===== src/spg_pkg.sv =====
// Shared types, codes and default constants for the stepper pulse generator.
// Used by spg_div and stepper_pulse_generator_with_jog_core; no dependencies.
`default_nettype none

package spg_pkg;

    // Fixed field widths
    localparam int CFG_W       = 18;
    localparam int CFG_IDX_W   = 3;
    localparam int REQ_W       = 3;
    localparam int RPM_W       = 16;
    localparam int RPM_MAG_W   = 15;
    localparam int SCALE_W     = 8;
    localparam int MAXRPM_W    = 15;
    localparam int STATUS_W    = 3;
    localparam int DIVISOR_W   = RPM_MAG_W + SCALE_W;
    localparam int DIV_CNT_W   = $clog2(CFG_W);

    // Parameter defaults
    localparam int DEF_DEBOUNCE_LEN  = 8;
    localparam int DEF_INTERVAL_BITS = 18;

    // Register reset values
    localparam logic [CFG_W-1:0]    DEF_JOG_INTERVAL  = 18'd44;
    localparam logic [CFG_W-1:0]    DEF_ZERO_INTERVAL = 18'd200000;
    localparam logic [CFG_W-1:0]    DEF_SPEED_NUM     = 18'd200000;
    localparam logic [SCALE_W-1:0]  DEF_RPM_SCALE     = 8'd9;
    localparam logic [MAXRPM_W-1:0] DEF_MAX_RPM       = 15'd1000;
    localparam logic [CFG_W-1:0]    RESET_HALF_PERIOD = 18'd5000;

    typedef enum logic [REQ_W-1:0] {
        REQ_TICK      = 3'd0,
        REQ_STOP      = 3'd1,
        REQ_RUN       = 3'd2,
        REQ_SET_SPEED = 3'd3,
        REQ_FORWARD   = 3'd4,
        REQ_REVERSE   = 3'd5,
        REQ_UNKNOWN   = 3'd6
    } t_req;

    typedef enum logic [STATUS_W-1:0] {
        STAT_NONE      = 3'd0,
        STAT_STOPPED   = 3'd1,
        STAT_SPEED_OK  = 3'd2,
        STAT_BAD_RPM   = 3'd3,
        STAT_BAD_CMD   = 3'd4
    } t_status;

    typedef enum logic [CFG_IDX_W-1:0] {
        CFG_JOG_INTERVAL  = 3'd0,
        CFG_ZERO_INTERVAL = 3'd1,
        CFG_SPEED_NUM     = 3'd2,
        CFG_RPM_SCALE     = 3'd3,
        CFG_MAX_RPM       = 3'd4
    } t_cfg_idx;

    typedef enum logic [1:0] {
        SEQ_IDLE,
        SEQ_MUL,
        SEQ_LOAD,
        SEQ_DIV
    } t_seq_state;

    typedef struct packed {
        logic start;
    } t_div_ctrl;

    typedef struct packed {
        logic busy;
        logic done;
    } t_div_stat;

endpackage

`default_nettype wire


===== src/spg_div.sv =====
// Restoring divider, one quotient bit per cycle, for the speed interval.
// Depends on spg_pkg.
`default_nettype none

module spg_div (
    input  wire logic                           i_clk,
    input  wire logic                           i_rst_n,
    input  wire spg_pkg::t_div_ctrl             i_ctrl,
    input  wire logic [spg_pkg::CFG_W-1:0]      i_dividend,
    input  wire logic [spg_pkg::DIVISOR_W-1:0]  i_divisor,
    output spg_pkg::t_div_stat                  o_stat,
    output logic [spg_pkg::CFG_W-1:0]           o_quotient
);
    import spg_pkg::*;

    logic                 r_busy;
    logic                 r_done;
    logic [DIV_CNT_W-1:0] r_cnt;
    logic [DIVISOR_W-1:0] r_rem;
    logic [CFG_W-1:0]     r_quo;
    logic [DIVISOR_W-1:0] r_den;

    logic [DIVISOR_W:0]   w_trial;
    logic [DIVISOR_W:0]   w_diff;
    logic                 w_fits;

    // One shift-and-subtract step
    always_comb begin
        w_trial = {r_rem, r_quo[CFG_W-1]};
        w_diff  = w_trial - {1'b0, r_den};
        w_fits  = (w_trial >= {1'b0, r_den});
    end

    // Control
    always_ff @(posedge i_clk) begin
        if (!i_rst_n) begin
            r_busy <= 1'b0;
            r_done <= 1'b0;
            r_cnt  <= '0;
        end else begin
            r_done <= 1'b0;
            if (i_ctrl.start) begin
                r_busy <= 1'b1;
                r_cnt  <= DIV_CNT_W'(CFG_W - 1);
            end else if (r_busy) begin
                if (r_cnt == '0) begin
                    r_busy <= 1'b0;
                    r_done <= 1'b1;
                end else begin
                    r_cnt <= r_cnt - 1'b1;
                end
            end
        end
    end

    // Datapath
    always_ff @(posedge i_clk) begin
        if (i_ctrl.start) begin
            r_rem <= '0;
            r_quo <= i_dividend;
            r_den <= i_divisor;
        end else if (r_busy) begin
            r_rem <= w_fits ? w_diff[DIVISOR_W-1:0] : w_trial[DIVISOR_W-1:0];
            r_quo <= {r_quo[CFG_W-2:0], w_fits};
        end
    end

    assign o_stat.busy = r_busy;
    assign o_stat.done = r_done;
    assign o_quotient  = r_quo;

endmodule

`default_nettype wire


===== src/stepper_pulse_generator_with_jog_core.sv =====
// Stepper step-pulse generator with switch jog: top level, sequencer, state.
// Depends on spg_pkg and spg_div.
//
// channel  direction  handshake                  payload
// in       request    i_in_valid / o_in_stall    i_req_type i_rpm i_up_switch i_down_switch
// out      request    o_out_valid / i_out_stall  o_step_out o_dir_out o_enable_n_out o_status
// cfg      write      i_cfg_we                   i_cfg_index i_cfg_data
//
// Ticks and all commands but a valid nonzero set speed finish in the accept cycle.
// A valid nonzero set speed holds the input while the sequencer steps through
// MUL (the rpm times scale product), LOAD (divider start) and DIV (the
// restoring divider's quotient bits) and loads the result; a zero divisor loads in LOAD.
// Reset is synchronous and loads every state register at once.
// A request is taken in SEQ_IDLE while the output register is empty or being drained.
`default_nettype none

module stepper_pulse_generator_with_jog_core #(
    parameter int DEBOUNCE_LEN  = spg_pkg::DEF_DEBOUNCE_LEN,
    parameter int INTERVAL_BITS = spg_pkg::DEF_INTERVAL_BITS
) (
    input  wire logic                               i_clk,
    input  wire logic                               i_rst_n,
    input  wire logic                               i_in_valid,
    output logic                                    o_in_stall,
    input  wire logic [spg_pkg::REQ_W-1:0]          i_req_type,
    input  wire logic signed [spg_pkg::RPM_W-1:0]   i_rpm,
    input  wire logic                               i_up_switch,
    input  wire logic                               i_down_switch,
    output logic                                    o_out_valid,
    input  wire logic                               i_out_stall,
    output logic                                    o_step_out,
    output logic                                    o_dir_out,
    output logic                                    o_enable_n_out,
    output logic [spg_pkg::STATUS_W-1:0]            o_status,
    input  wire logic                               i_cfg_we,
    input  wire logic [spg_pkg::CFG_IDX_W-1:0]      i_cfg_index,
    input  wire logic [spg_pkg::CFG_W-1:0]          i_cfg_data
);
    import spg_pkg::*;

    localparam int SAT_W = (INTERVAL_BITS > CFG_W) ? INTERVAL_BITS : CFG_W;
    localparam logic [SAT_W-1:0] IVAL_MAX_W = SAT_W'({INTERVAL_BITS{1'b1}});
    localparam logic [INTERVAL_BITS-1:0] IVAL_MAX = {INTERVAL_BITS{1'b1}};

    // Clamp an 18-bit interval into the half-period width
    function automatic logic [INTERVAL_BITS-1:0] sat_ival(input logic [CFG_W-1:0] v);
        logic [SAT_W-1:0] w;
        w = SAT_W'(v);
        if (w > IVAL_MAX_W) begin
            return IVAL_MAX;
        end
        return w[INTERVAL_BITS-1:0];
    endfunction

    // Configuration registers
    logic [CFG_W-1:0]    r_jog_interval;
    logic [CFG_W-1:0]    r_zero_interval;
    logic [CFG_W-1:0]    r_speed_num;
    logic [SCALE_W-1:0]  r_rpm_scale;
    logic [MAXRPM_W-1:0] r_max_rpm;

    // Motor state
    t_seq_state                r_state, n_state;
    logic                      r_run, n_run;
    logic                      r_jog, n_jog;
    logic                      r_dir, n_dir;
    logic [INTERVAL_BITS-1:0]  r_half, n_half;
    logic [INTERVAL_BITS-1:0]  r_elapsed, n_elapsed;
    logic                      r_phase, n_phase;
    logic                      r_step_pin, n_step_pin;
    logic                      r_dir_pin, n_dir_pin;
    logic                      r_enable_pin, n_enable_pin;
    logic [DEBOUNCE_LEN-1:0]   r_up_hist, n_up_hist;
    logic [DEBOUNCE_LEN-1:0]   r_down_hist, n_down_hist;

    // Output register
    logic                r_out_valid, n_out_valid;
    logic                r_out_step;
    logic                r_out_dir;
    logic                r_out_enable;
    t_status             r_out_status;

    // Speed operands
    logic [RPM_MAG_W-1:0] r_rpm_mag;
    logic [DIVISOR_W-1:0] r_divisor;

    logic                 w_accept;
    logic                 w_load;
    t_status              w_status;
    t_req                 w_req;
    logic [RPM_MAG_W-1:0] w_mag;
    t_div_ctrl            div_ctrl;
    t_div_stat            div_stat;
    logic [CFG_W-1:0]     div_quotient;

    spg_div u_div (
        .i_clk      (i_clk),
        .i_rst_n    (i_rst_n),
        .i_ctrl     (div_ctrl),
        .i_dividend (r_speed_num),
        .i_divisor  (r_divisor),
        .o_stat     (div_stat),
        .o_quotient (div_quotient)
    );

    assign o_in_stall = (r_state != SEQ_IDLE) || (r_out_valid && i_out_stall);
    assign w_accept   = i_in_valid && !o_in_stall;
    assign w_req      = t_req'(i_req_type);
    assign w_mag      = i_rpm[RPM_MAG_W-1:0];

    // Configuration writes
    always_ff @(posedge i_clk) begin
        if (!i_rst_n) begin
            r_jog_interval  <= DEF_JOG_INTERVAL;
            r_zero_interval <= DEF_ZERO_INTERVAL;
            r_speed_num     <= DEF_SPEED_NUM;
            r_rpm_scale     <= DEF_RPM_SCALE;
            r_max_rpm       <= DEF_MAX_RPM;
        end else if (i_cfg_we) begin
            unique case (t_cfg_idx'(i_cfg_index))
                CFG_JOG_INTERVAL:  r_jog_interval  <= i_cfg_data;
                CFG_ZERO_INTERVAL: r_zero_interval <= i_cfg_data;
                CFG_SPEED_NUM:     r_speed_num     <= i_cfg_data;
                CFG_RPM_SCALE:     r_rpm_scale     <= i_cfg_data[SCALE_W-1:0];
                CFG_MAX_RPM:       r_max_rpm       <= i_cfg_data[MAXRPM_W-1:0];
                default: ;
            endcase
        end
    end

    // Sequencer and request handling
    always_comb begin
        n_state      = r_state;
        n_run        = r_run;
        n_jog        = r_jog;
        n_dir        = r_dir;
        n_half       = r_half;
        n_elapsed    = r_elapsed;
        n_phase      = r_phase;
        n_step_pin   = r_step_pin;
        n_dir_pin    = r_dir_pin;
        n_enable_pin = r_enable_pin;
        n_up_hist    = r_up_hist;
        n_down_hist  = r_down_hist;
        n_out_valid  = r_out_valid && i_out_stall;
        w_load       = 1'b0;
        w_status     = STAT_NONE;
        div_ctrl     = '0;

        unique case (r_state)
            SEQ_IDLE: begin
                if (w_accept) begin
                    w_load = 1'b1;
                    unique case (w_req)
                        REQ_TICK: begin
                            // debounce and jog only while not running
                            if (!r_run) begin
                                n_up_hist   = {r_up_hist[DEBOUNCE_LEN-2:0], i_up_switch};
                                n_down_hist = {r_down_hist[DEBOUNCE_LEN-2:0], i_down_switch};
                                if (n_up_hist == '0) begin
                                    n_jog        = 1'b1;
                                    n_dir        = 1'b1;
                                    n_dir_pin    = 1'b1;
                                    n_half       = sat_ival(r_jog_interval);
                                    n_enable_pin = 1'b0;
                                end else if (n_down_hist == '0) begin
                                    n_jog        = 1'b1;
                                    n_dir        = 1'b0;
                                    n_dir_pin    = 1'b0;
                                    n_half       = sat_ival(r_jog_interval);
                                    n_enable_pin = 1'b0;
                                end else begin
                                    n_jog        = 1'b0;
                                    n_enable_pin = 1'b1;
                                end
                            end
                            // saturating tick count, then step check
                            if (r_elapsed != IVAL_MAX) begin
                                n_elapsed = r_elapsed + 1'b1;
                            end
                            if ((r_run || n_jog) && (n_elapsed >= n_half)) begin
                                n_elapsed  = '0;
                                n_phase    = !r_phase;
                                n_step_pin = !r_phase;
                            end
                        end
                        REQ_STOP: begin
                            n_run        = 1'b0;
                            n_step_pin   = 1'b0;
                            n_enable_pin = 1'b1;
                            w_status     = STAT_STOPPED;
                        end
                        REQ_RUN: begin
                            n_run        = 1'b1;
                            n_enable_pin = 1'b0;
                        end
                        REQ_FORWARD: begin
                            n_run     = 1'b1;
                            n_dir     = 1'b1;
                            n_dir_pin = 1'b1;
                        end
                        REQ_REVERSE: begin
                            n_run     = 1'b1;
                            n_dir     = 1'b0;
                            n_dir_pin = 1'b0;
                        end
                        REQ_SET_SPEED: begin
                            if (i_rpm[RPM_W-1] || (w_mag > r_max_rpm)) begin
                                w_status = STAT_BAD_RPM;
                            end else if (w_mag == '0) begin
                                n_half   = sat_ival(r_zero_interval);
                                w_status = STAT_SPEED_OK;
                            end else begin
                                // result comes from the divider later
                                w_load  = 1'b0;
                                n_state = SEQ_MUL;
                            end
                        end
                        default: begin
                            w_status = STAT_BAD_CMD;
                        end
                    endcase
                end
            end
            SEQ_MUL: begin
                n_state = SEQ_LOAD;
            end
            SEQ_LOAD: begin
                // zero divisor only when the scale is zero
                if (r_divisor == '0) begin
                    n_half   = IVAL_MAX;
                    w_load   = 1'b1;
                    w_status = STAT_SPEED_OK;
                    n_state  = SEQ_IDLE;
                end else begin
                    div_ctrl.start = 1'b1;
                    n_state        = SEQ_DIV;
                end
            end
            SEQ_DIV: begin
                if (div_stat.done) begin
                    n_half   = sat_ival(div_quotient);
                    w_load   = 1'b1;
                    w_status = STAT_SPEED_OK;
                    n_state  = SEQ_IDLE;
                end
            end
            default: begin
                n_state = SEQ_IDLE;
            end
        endcase

        if (w_load) begin
            n_out_valid = 1'b1;
        end
    end

    // State registers
    always_ff @(posedge i_clk) begin
        if (!i_rst_n) begin
            r_state      <= SEQ_IDLE;
            r_run        <= 1'b0;
            r_jog        <= 1'b0;
            r_dir        <= 1'b1;
            r_half       <= sat_ival(RESET_HALF_PERIOD);
            r_elapsed    <= '0;
            r_phase      <= 1'b0;
            r_step_pin   <= 1'b0;
            r_dir_pin    <= 1'b0;
            r_enable_pin <= 1'b0;
            r_up_hist    <= '1;
            r_down_hist  <= '1;
            r_out_valid  <= 1'b0;
        end else begin
            r_state      <= n_state;
            r_run        <= n_run;
            r_jog        <= n_jog;
            r_dir        <= n_dir;
            r_half       <= n_half;
            r_elapsed    <= n_elapsed;
            r_phase      <= n_phase;
            r_step_pin   <= n_step_pin;
            r_dir_pin    <= n_dir_pin;
            r_enable_pin <= n_enable_pin;
            r_up_hist    <= n_up_hist;
            r_down_hist  <= n_down_hist;
            r_out_valid  <= n_out_valid;
        end
    end

    // Payload registers: result fields and speed operands
    always_ff @(posedge i_clk) begin
        if (w_load) begin
            r_out_step   <= n_step_pin;
            r_out_dir    <= n_dir_pin;
            r_out_enable <= n_enable_pin;
            r_out_status <= w_status;
        end
        if (w_accept) begin
            r_rpm_mag <= w_mag;
        end
        if (r_state == SEQ_MUL) begin
            r_divisor <= DIVISOR_W'(r_rpm_mag) * DIVISOR_W'(r_rpm_scale);
        end
    end

    assign o_out_valid    = r_out_valid;
    assign o_step_out     = r_out_step;
    assign o_dir_out      = r_out_dir;
    assign o_enable_n_out = r_out_enable;
    assign o_status       = r_out_status;

    // Checks
    a_done_in_div: assert property (@(posedge i_clk) disable iff (!i_rst_n)
        div_stat.done |-> (r_state == SEQ_DIV))
        else $error("divider finished outside the divide state");

    a_accept_progress: assert property (@(posedge i_clk) disable iff (!i_rst_n)
        w_accept |=> (o_out_valid || (r_state != SEQ_IDLE)))
        else $error("accepted request produced no result and no work");

    a_stop_low: assert property (@(posedge i_clk) disable iff (!i_rst_n)
        (w_accept && (w_req == REQ_STOP)) |=> (!o_step_out && o_enable_n_out))
        else $error("stop did not drop step pin and disable driver");

    a_div_idle_busy: assert property (@(posedge i_clk) disable iff (!i_rst_n)
        div_stat.busy |-> o_in_stall)
        else $error("request taken while divider busy");

endmodule

`default_nettype wire


===== config.mk =====
export PLATFORM = sky130hd
export DESIGN_NAME = stepper_pulse_generator_with_jog_core
export DESIGN_NICKNAME = d
export VERILOG_FILES = /design/src/spg_pkg.sv /design/src/spg_div.sv /design/src/stepper_pulse_generator_with_jog_core.sv
export SDC_FILE = /design/constraint.sdc
export NUM_CORES = 1
export LEC_CHECK = 0
export BUFFER_PORTS_ARGS = -buffer_cell sky130_fd_sc_hd__clkbuf_2
export CELL_PAD_IN_SITES_DETAIL_PLACEMENT = 0
export CELL_PAD_IN_SITES_GLOBAL_PLACEMENT = 1
export CORE_ASPECT_RATIO = 0.6
export CORE_MARGIN = 2
export CORE_UTILIZATION = 45
export DETAILED_ROUTE_END_ITERATION = 8
export HOLD_SLACK_MARGIN = 0.02
export PLACE_DENSITY = 0.82
export SLEW_MARGIN = 20
export SYNTH_ARGS = -nofsm -noshare
export SYNTH_HDL_FRONTEND = slang
export SYNTH_SLANG_ARGS = --single-unit

===== constraint.sdc =====
create_clock -name i_clk -period 13.9 [get_ports i_clk]
set_input_delay 1.39 -clock i_clk [delete_from_list [all_inputs] [get_ports i_clk]]
set_output_delay 1.39 -clock i_clk [all_outputs]
set_load 0.05 [all_outputs]

==> results.sh, run 1 <==
export IMPL_status="finished, final reports clean"
export IMPL_hpwl_um=29000
export IMPL_grt_pass1_wl_um=63100
export IMPL_cp_required_ps=14190
export IMPL_holdWs_ps=450
export IMPL_skew_ps=9.65
export IMPL_syn_num_nets=2019
export IMPL_crit_arrival_ps=5410
export IMPL_clockBufferDepth=3
export IMPL_clk_latency_ps=530
export IMPL_cts_tree="done"
export IMPL_cts_root_buf="clkbuf_16"
export IMPL_dp_cells=2239
export IMPL_criticalPathCategory="flop to flop"
export IMPL_cts_htree_levels=1
export IMPL_postLayoutCellArea_um2=17300
export IMPL_io_buffers=54
export IMPL_nets=2027
export IMPL_cts_hold_buf=0
export IMPL_ant_nets=0
export IMPL_grt_max_degree=76
export IMPL_fmax_mhz=195
export IMPL_grt_pass1_vias=11510
export IMPL_syn_cell_area_um2=15900
export IMPL_maxCapViolations=0
export IMPL_hold_path_class="flop to flop"
export IMPL_cpLargestDelayFamily="adder cells"
export IMPL_core_um2=34900
export IMPL_power_leakage_nw=7.36
export IMPL_insertedDiodeCount=0
export IMPL_track_usage_pct=21.4
export IMPL_tightest_slew_ps=1060
export IMPL_critPathSlowestCell="dfxtp_1"
export IMPL_place_area_um2=16500
export IMPL_fillers=3331
export IMPL_hold_violations=0
export IMPL_crit_top_cell="fa_1"
export IMPL_seq_area_frac_synth_pct=36.9
export IMPL_synth_distinct_cells=67
export IMPL_worstSetupEndpointType="flop"
export IMPL_cts_resized=0
export IMPL_gr_total_overflow=0
export IMPL_finalSetupViolCount=0
export IMPL_start_util_pct=45.5
export IMPL_ir_drop_mv=0.0840
export IMPL_synth_cells=1791
export IMPL_finalCritPeriodShare_pct=36.8
export IMPL_rsz0062_at_grt="false"
export IMPL_drive_gt1_share_pct=6.49
export IMPL_crit_fanout=16
export IMPL_die_w_um=246
export IMPL_max_stage_delay_ps=670
export IMPL_gp_congestion=0.849
export IMPL_syn_to_final_growth_pct=8.85
export IMPL_first_pass_iters=5
export IMPL_clk_pin_slew_ps=70
export IMPL_viasPerCell=5.40
export IMPL_multiInputGateArea_um2=9200
export IMPL_numCtsBuffers=25
export IMPL_powerDensity_nw_per_um2=135
export IMPL_slew_headroom_pct=29.3
export IMPL_synth_edf_count=85
export IMPL_clock_sinks=250
export IMPL_synth_warnings=0
export IMPL_final_max_slew_viol_count=0
export IMPL_ys_flop_type="dfxtp_1"
export IMPL_avgRoutedWirePerCell_um=17.3
export IMPL_ys_seq_elements=250
export IMPL_dieArea_um2=36800
export IMPL_post_cts_repair_setup_buffers=0
export IMPL_ff_latch_area_um2=5860
export IMPL_die_h_um=149
export IMPL_tns_ps=0
export IMPL_drc=0
export IMPL_syn_avg_cell_area_um2=8.86
export IMPL_critPathLaunchType="flop"
export IMPL_io_pins=55
export IMPL_async_reset_ff_share_pct=0
export IMPL_fin_cells=2284
export IMPL_num_rows=53
export IMPL_cp_cell_sequence="nand2_1, fa_1, fa_1, inv_1, fa_1, fa_1, ha_1, o21a_1, o31a_1, o41ai_1, a21oi_1, o21ai_1, o21ai_0, o21a_1, nor2_1, xnor2_1"
export IMPL_cp_buffers_inverters=1
export IMPL_via_count=12342
export IMPL_drtIter0Drc=859
export IMPL_wirelength_um=39400
export IMPL_antenna_found_initial=0
export IMPL_post_route_min_period_ps=5120
## final timing paths
| check | startpoint | end | slack (ps) | depth (start not counted) |
|---|---|---|---|---|
| setup / recovery | r_rpm_scale[7] | r_divisor[21] | 8780 | 16 |
| setup reg to reg | r_rpm_scale[7] | r_divisor[21] | 8780 | 16 |
| hold / removal | r_half[13] | r_half[13] | 450 | 2 |
| hold reg to reg | r_half[13] | r_half[13] | 450 | 2 |
## cells in the mapped netlist, types with 59 or more instances
cell,number,area [um2]
and2_1,66,413
ha_1,102,1280
a21oi_1,76,380
fa_1,79,1580
nand2_1,366,1370
clkbuf_1,70,263
nor2_1,99,372
inv_1,137,514
edfxtp_1,85,2550
a21boi_0,59,443
nand3_1,76,380
dfxtp_1,165,3300
## cell families (layout without fill, tap and decap cells)
group,Yosys count,count (layout),share of synthesized area [%]
xor+xnor,58,58,3.20
simple gates,732,732,21.1
fa+ha+maj,181,181,18.0
mux,29,29,1.86
compound gates,323,323,13.7
flops,250,250,36.9
buf+inv,218,244,5.27
## placed cells by master (no fill, tap or decap), drive strengths merged, types with 24 or more instances in the layout
cell type,count
xnor2,37
edfxtp,85
nor2,100
inv,137
a21o,24
fa,79
nand2,366
o21ai,63
and2,66
ha,102
dfxtp,165
a21boi,59
nand3,76
a21oi,79
clkbuf,87
mux2i,25
## registers in the layout, summed over array words and instances (netlist names), 2 cells and up
register and flops:
r_down_hist 7, r_rpm_scale 8, r_jog_interval 18, r_half 18, u_div.r_rem 23, r_elapsed 18
u_div.o_quotient 18, r_speed_num 18, o_status 3, r_rpm_mag 15, u_div.r_cnt 5, r_up_hist 7
r_divisor 23, r_zero_interval 18, r_state 2, u_div.r_den 23, r_max_rpm 15
## per-layer routing
| layer | GRT usage [%] | vias to the layer above | wire (um) |
|---|---|---|---|
| met4 | 2.65 | 0 | 378 |
| met2 | 28.0 | 326 | 14800 |
| met3 | 3.14 | 33 | 2270 |
| met5 | 0 | - | 0 |
| li1 | - | 6075 | - |
| met1 | 36.7 | 5908 | 22000 |
## layout make-up
class,instances,share of cell area [%]
Clock buffer,34,4.00
Clock inverter,11,0.601
Inverter,138,3.00
Timing Repair Buffer,61,1.88
Sequential cell,250,33.9
Multi-Input combinational cell,1323,53.2
Tap cell,467,3.38
## worst reg2reg max path: stages, from the launching register on
cell,delay (ps)
dfxtp_1,670
nand2_1,160
fa_1,540
fa_1,550
inv_1,60
fa_1,500
fa_1,480
ha_1,360
o21a_1,120
o31a_1,130
o41ai_1,370
a21oi_1,180
o21ai_1,260
o21ai_0,140
o21a_1,180
nor2_1,110
xnor2_1,70
## power by group
group          switching (mW)  total (mW)  internal, mW
registers              0.0654       0.917         0.851
logic                   0.445       0.751         0.306
clock network           0.286       0.670         0.384
total                   0.796        2.34          1.54
## through the flow
step,setup WS [ps],power (mW),util [%]
floorplan,9200,1.49,-
global placement,8810,1.65,47.2
detailed placement,8770,1.67,47.2
CTS,8780,2.34,49.5
global route,8390,2.49,49.5
finish,8780,2.34,49.5
No activity file was read; power rests on OpenSTA's default activity.
==> run 2: changes to the inputs <==
==> constraint.sdc (replaced) <==
create_clock -name i_clk -period 5.1 [get_ports i_clk]
set_input_delay 0.51 -clock i_clk [delete_from_list [all_inputs] [get_ports i_clk]]
set_output_delay 0.51 -clock i_clk [all_outputs]
set_load 0.05 [all_outputs]
==> run 2 against run 1 <==
Count of clock-buffer cells in the layout up 2. Clock power rose to 2.9 times the previous value. Cell area up 1.6%. Via count up 0.41%. Final cell count up 0.96%. Clock skew up 11 ps. Sequential share of layout area down 0.52 points. Routed wire length down 1.0%. Worst setup slack worse by 8500 ps. Non-clock buffer count up 19. Critical path type unchanged.
==> results.sh, run 2 (synthesis results as in run 1) <==
export IMPL_ant_nets=0
export IMPL_io_pins=55
export IMPL_core_um2=34900
export IMPL_hold_violations=0
export IMPL_start_util_pct=45.5
export IMPL_min_to="r_rpm_mag[8]"
export IMPL_fmax_mhz=207
export IMPL_r2r_slack_ps=280
export IMPL_antenna_found_initial=0
export IMPL_clock_sinks=250
export IMPL_grt_max_degree=88
export IMPL_crit_arrival_ps=5110
export IMPL_min_from="i_rpm[8]"
export IMPL_nets=2047
export IMPL_r2r_end="r_divisor[22]"
export IMPL_insertedDiodeCount=0
export IMPL_finalSetupViolCount=0
export IMPL_tightest_slew_ps=1050
export IMPL_hpwl_um=28700
export IMPL_critPathLaunchType="flop"
export IMPL_clk_latency_ps=560
export IMPL_viasPerCell=5.37
export IMPL_io_buffers=54
export IMPL_clk_pin_slew_ps=60
export IMPL_num_rows=53
export IMPL_drtIter0Drc=981
export IMPL_cts_root_buf="clkbuf_16"
export IMPL_cts_hold_buf=0
export IMPL_met2_usage_pct=27.5
export IMPL_wirelength_um=39000
export IMPL_die_w_um=246
export IMPL_grt_pass1_wl_um=62900
export IMPL_powerDensity_nw_per_um2=371
export IMPL_dieArea_um2=36800
export IMPL_clockBufferDepth=3
export IMPL_cts_tree="done"
export IMPL_crit_fanout=8
export IMPL_final_common_cell="nand2_1"
export IMPL_utilization_pct=50.3
export IMPL_ir_drop_mv=0.247
export IMPL_criticalPathCategory="flop to flop"
export IMPL_final_max_slew_viol_count=0
export IMPL_top_usage_layer="met1"
export IMPL_track_usage_pct=21.4
export IMPL_numCtsBuffers=26
export IMPL_power_leakage_nw=7.51
export IMPL_avgRoutedWirePerCell_um=16.9
export IMPL_finalCritPeriodShare_pct=94.5
export IMPL_status="finished, final reports clean"
export IMPL_die_h_um=149
export IMPL_drc=0
export IMPL_worstSetupEndpointType="flop"
export IMPL_tns_ps=0
export IMPL_fillers=3271
export IMPL_first_pass_iters=5
export IMPL_final_cell_mix="nand2_1 (366), dfxtp_1 (165), inv_1 (137)"
export IMPL_grt_pass1_vias=11494
export IMPL_cts_htree_levels=1
export IMPL_gp_congestion=0.880
export IMPL_rsz0062_at_grt="false"
export IMPL_drive_gt1_share_pct=8.32
export IMPL_via_count=12393
export IMPL_reg2reg_depth=15
export IMPL_met1_usage_pct=36.1
export IMPL_gr_total_overflow=0
export IMPL_use_met3_pct=4.36
export IMPL_skew_ps=20.6
export IMPL_cp_required_ps=5390
export IMPL_hold_path_class="primary input to flop"
export IMPL_syn_to_final_growth_pct=10.5
export IMPL_hold_depth=1
export IMPL_slew_headroom_pct=29.8
export IMPL_regToRegStartpoint="r_rpm_mag[4]"
export IMPL_maxCapViolations=0
export IMPL_largest_registers="r_divisor: 23 flops, u_div.r_den: 23 flops, u_div.r_rem: 23 flops"
export IMPL_post_route_min_period_ps=4820
-- run 2: cell types whose count changed in the layout (fill, tap and decap cells not counted), moves of 2 or more --
cell / before / now
clkinv_4: 0 / 2
inv_6: 0 / 3
clkbuf_1: 7 / 4
clkbuf_16: 26 / 28
buf_4: 8 / 27
o21ai_0: 52 / 50
clkbuf_8: 1 / 4
clkinv_1: 6 / 1
-- run 2: power breakdown --
part,switching [mW],internal (mW),total (mW)
clock network,0.846,1.12,1.97
registers,0.160,2.32,2.48
logic,1.22,0.846,2.07
-- run 2: timing repair --
| item | in CTS | in global routing |
|---|---|---|
| buffers inserted | 0 | 0 |
| gates resized for setup | 0 | 9 |
| hold endpoints to repair | 0 | 0 |
| endpoints found under the setup margin | 0 | 5 |
-- run 2: area by class of cell --
cell class / instances / area (um2) / share of cell area, %
clock buffer: 36 / 771 / 4.39
clock inverter: 12 / 118 / 0.670
inverter: 138 / 518 / 2.95
multi-input combinational: 1323 / 9230 / 52.6
sequential: 250 / 5860 / 33.4
tap: 467 / 584 / 3.33
timing repair buffer: 80 / 468 / 2.67
-- run 2: per-layer routing --
metal  up-vias  wire [um]
li1       6127          -
met1      5873      21400
met2       360      14300
met3        33       2900
met4         0        347
met5         -          0
-- run 2: worst max-delay path, stage by stage (launching register included) --
cell,delay (ps)
edfxtp_1,530
and2_1,240
fa_1,550
fa_1,440
fa_1,520
fa_1,490
ha_1,350
o21ai_0,130
a21boi_1,310
o21ai_1,150
o2bb2ai_2,180
o221ai_2,230
a211oi_2,120
a21oi_1,150
nor2_1,60
xnor2_1,120
-- run 2: worst max-delay path by stage --
stage / to / slack, ps / startpoint / cells after the start
after floorplan: r_divisor[21] / 400 / r_rpm_mag[1] / 17
after global placement: r_divisor[21] / 180 / r_rpm_scale[4] / 17
after detailed placement: r_divisor[21] / 120 / r_rpm_scale[4] / 17
after CTS: r_divisor[21] / 90 / r_rpm_scale[4] / 17
after global routing: r_divisor[22] / 2 / r_rpm_scale[6] / 16
final: r_divisor[22] / 280 / r_rpm_mag[4] / 15
-- run 2: through the flow --
step	setup slack, ps	hold WS, ps	total power, mW	instances	instance area (um2)
finish	281	189	6.52	2306	17500
detailed placement	119	436	4.54	2258	16600
CTS	88.4	165	6.52	2306	17500
floorplan	401	427	4.06	1791	15900
global placement	182	436	4.50	2258	16600
global route	1.67	174	6.92	2306	17500
==> run 3: changes to the inputs <==
--- a/config.mk
+++ b/config.mk
@@ -5,15 +5,15 @@
 export SDC_FILE = /design/constraint.sdc
 export NUM_CORES = 1
 export LEC_CHECK = 0
-export BUFFER_PORTS_ARGS = -buffer_cell sky130_fd_sc_hd__clkbuf_2
 export CELL_PAD_IN_SITES_DETAIL_PLACEMENT = 0
 export CELL_PAD_IN_SITES_GLOBAL_PLACEMENT = 1
 export CORE_ASPECT_RATIO = 0.6
 export CORE_MARGIN = 2
 export CORE_UTILIZATION = 45
 export DETAILED_ROUTE_END_ITERATION = 8
+export DONT_BUFFER_PORTS = 1
 export HOLD_SLACK_MARGIN = 0.02
-export PLACE_DENSITY = 0.82
+export PLACE_DENSITY = 0.81
 export SLEW_MARGIN = 20
 export SYNTH_ARGS = -nofsm -noshare
 export SYNTH_HDL_FRONTEND = slang
==> run 3 against run 2 <==
Via count down 2.1%. Global-route usage down 0.39 points. Worst hold slack lost 140 ps. Critical endpoint is now r_divisor[21]. Sequential share of layout area rose by 0.89 points. Sequential power about the same. Routed wire length decreased by 0.88%. Non-clock buffer count is 53 lower. Clock skew barely moved. Combinational power is 5% lower.
==> results.sh, run 3 (synthesis results as in run 1) <==
export IMPL_gp_congestion=0.851
export IMPL_die_h_um=149
export IMPL_tightest_slew_ps=1030
export IMPL_switching_share_pct=34.5
export IMPL_power_leakage_nw=7.21
export IMPL_cts_root_buf="clkbuf_16"
export IMPL_routed_top_layer="met4"
export IMPL_die_w_um=246
export IMPL_met1Wirelength_um=21200
export IMPL_insertedDiodeCount=0
export IMPL_ir_drop_mv=0.282
export IMPL_via_count=12128
export IMPL_post_route_min_period_ps=4910
export IMPL_grt_pass1_wl_um=61400
export IMPL_wl_met2_um=14100
export IMPL_largest_registers="r_divisor: 23 flops, u_div.r_den: 23 flops, u_div.r_rem: 23 flops"
export IMPL_status="finished, final reports clean"
export IMPL_num_rows=53
export IMPL_criticalPathCategory="flop to flop"
export IMPL_hold_violations=0
export IMPL_final_common_cell="nand2_1"
export IMPL_clk_pin_slew_ps=60
export IMPL_slew_headroom_pct=31.2
export IMPL_hold_path_class="primary input to flop"
export IMPL_avgRoutedWirePerCell_um=17.2
export IMPL_fillers=3358
export IMPL_cp_cell_sequence="and2_1, fa_1, fa_1, inv_1, fa_1, fa_1, inv_1, ha_1, o21a_1, o31a_1, o41ai_2, a21oi_1, o21ai_1, o21ai_0, o21a_1, nor2_1, xnor2_1"
export IMPL_numCtsBuffers=25
export IMPL_start_util_pct=45.5
export IMPL_clock_sinks=250
export IMPL_powerDensity_nw_per_um2=361
export IMPL_antenna_found_initial=0
export IMPL_worstSetupEndpointType="flop"
export IMPL_dieArea_um2=36800
export IMPL_finalCritPeriodShare_pct=96.3
export IMPL_p_clk_share_pct=27.4
export IMPL_cp_required_ps=5380
export IMPL_crit_arrival_ps=5190
export IMPL_max_stage_delay_ps=550
export IMPL_io_pins=55
export IMPL_wirelength_um=38700
export IMPL_fmax_mhz=204
export IMPL_io_buffers=0
export IMPL_critPathSlowestCell="fa_1"
export IMPL_p_switching_mw=2.13
export IMPL_viasPerCell=5.39
export IMPL_skew_ps=20.6
export IMPL_final_max_slew_viol_count=0
export IMPL_first_pass_iters=8
export IMPL_cts_tree="done"
export IMPL_syn_to_final_growth_pct=7.68
export IMPL_drive_gt1_share_pct=5.05
export IMPL_cts_htree_levels=1
export IMPL_drtIter0Drc=1093
export IMPL_track_usage_pct=21.0
export IMPL_hpwl_um=28100
export IMPL_grt_max_degree=144
export IMPL_total_power_mw=6.18
export IMPL_wl_met3_um=2870
export IMPL_nets=1993
export IMPL_critPathLaunchType="flop"
export IMPL_finalSetupViolCount=0
export IMPL_core_um2=34900
export IMPL_maxCapViolations=0
export IMPL_grt_pass1_vias=11005
export IMPL_cp_buffers_inverters=2
export IMPL_holdWs_ps=50.1
export IMPL_combinationalPowerShare_pct=31.9
export IMPL_crit_fanout=5
export IMPL_gr_total_overflow=0
export IMPL_cpLargestDelayFamily="adder cells"
export IMPL_clockBufferDepth=3
export IMPL_drc=0
export IMPL_ant_nets=0
export IMPL_final_cell_mix="nand2_1 (366), dfxtp_1 (165), inv_1 (137)"
export IMPL_p_int_mw=4.04
export IMPL_crit_top_cell="fa_1"
export IMPL_power_frac_seq_pct=40.6
export IMPL_rsz0062_at_grt="true"
export IMPL_clk_latency_ps=550
## run 3: changes by cell type in the layout (fill, tap and decap cells not counted), moves of 2 or more
cell and delta:
clkbuf_2 -53, o21ai_0 +2, clkinv_2 +5, clkinv_1 +3
clkbuf_1 +2, clkbuf_16 -3, clkbuf_8 -4, inv_6 -3
## run 3: repair_timing
item / in CTS / in global routing
hold buffers: 0 / 0
gates resized for setup: 0 / 3
setup endpoints to repair: 0 / 4
setup buffers: 0 / 4
## run 3: worst paths after layout
path	startpoint	end	slack (ps)	cells after the start
worst min-delay path	i_rst_n	r_zero_interval[17]	50	1
worst max register to register	r_rpm_mag[2]	r_divisor[21]	190	17
worst max-delay path	r_rpm_mag[2]	r_divisor[21]	190	17
worst min register to register	r_half[4]	r_half[4]	450	2
## run 3: metrics by stage
stage	std cells	instance area, um2	setup TNS, ps	utilization, %	setup slack, ps
after floorplan	1791	15900	0	-	401
after global placement	2201	16300	0	46.8	115
after detailed placement	2201	16300	0	46.8	30.8
after CTS	2245	17000	0	48.8	20.5
after global routing	2249	17100	-23.9	49.0	-17.8
final	2249	17100	0	49.0	188
## run 3: per-layer routing
layer	track usage, %	up-vias
met1	36.2	5736
met4	2.98	0
li1	-	6011
met2	26.6	348
met3	3.69	33
met5	0	-
## run 3: power by group through the flow
stage          Clock [mW]  Sequential (mW)  Combinational, mW
6_report             1.70             2.51               1.97
5_1_grt              1.80             2.53               2.22
4_1_cts              1.73             2.51               1.96
3_5_place_dp            0             2.55               1.94
3_3_place_gp            0             2.54               1.90
2_1_floorplan           0             2.48               1.58
## run 3: layout make-up
class,instances,area [um2],share of cell area (%)
clock inverter,13,68.8,0.403
clock buffer,31,648,3.79
multi-input combinational,1323,9210,53.9
tap,467,584,3.42
inverter,138,518,3.03
timing repair buffer,27,203,1.19
sequential,250,5860,34.3
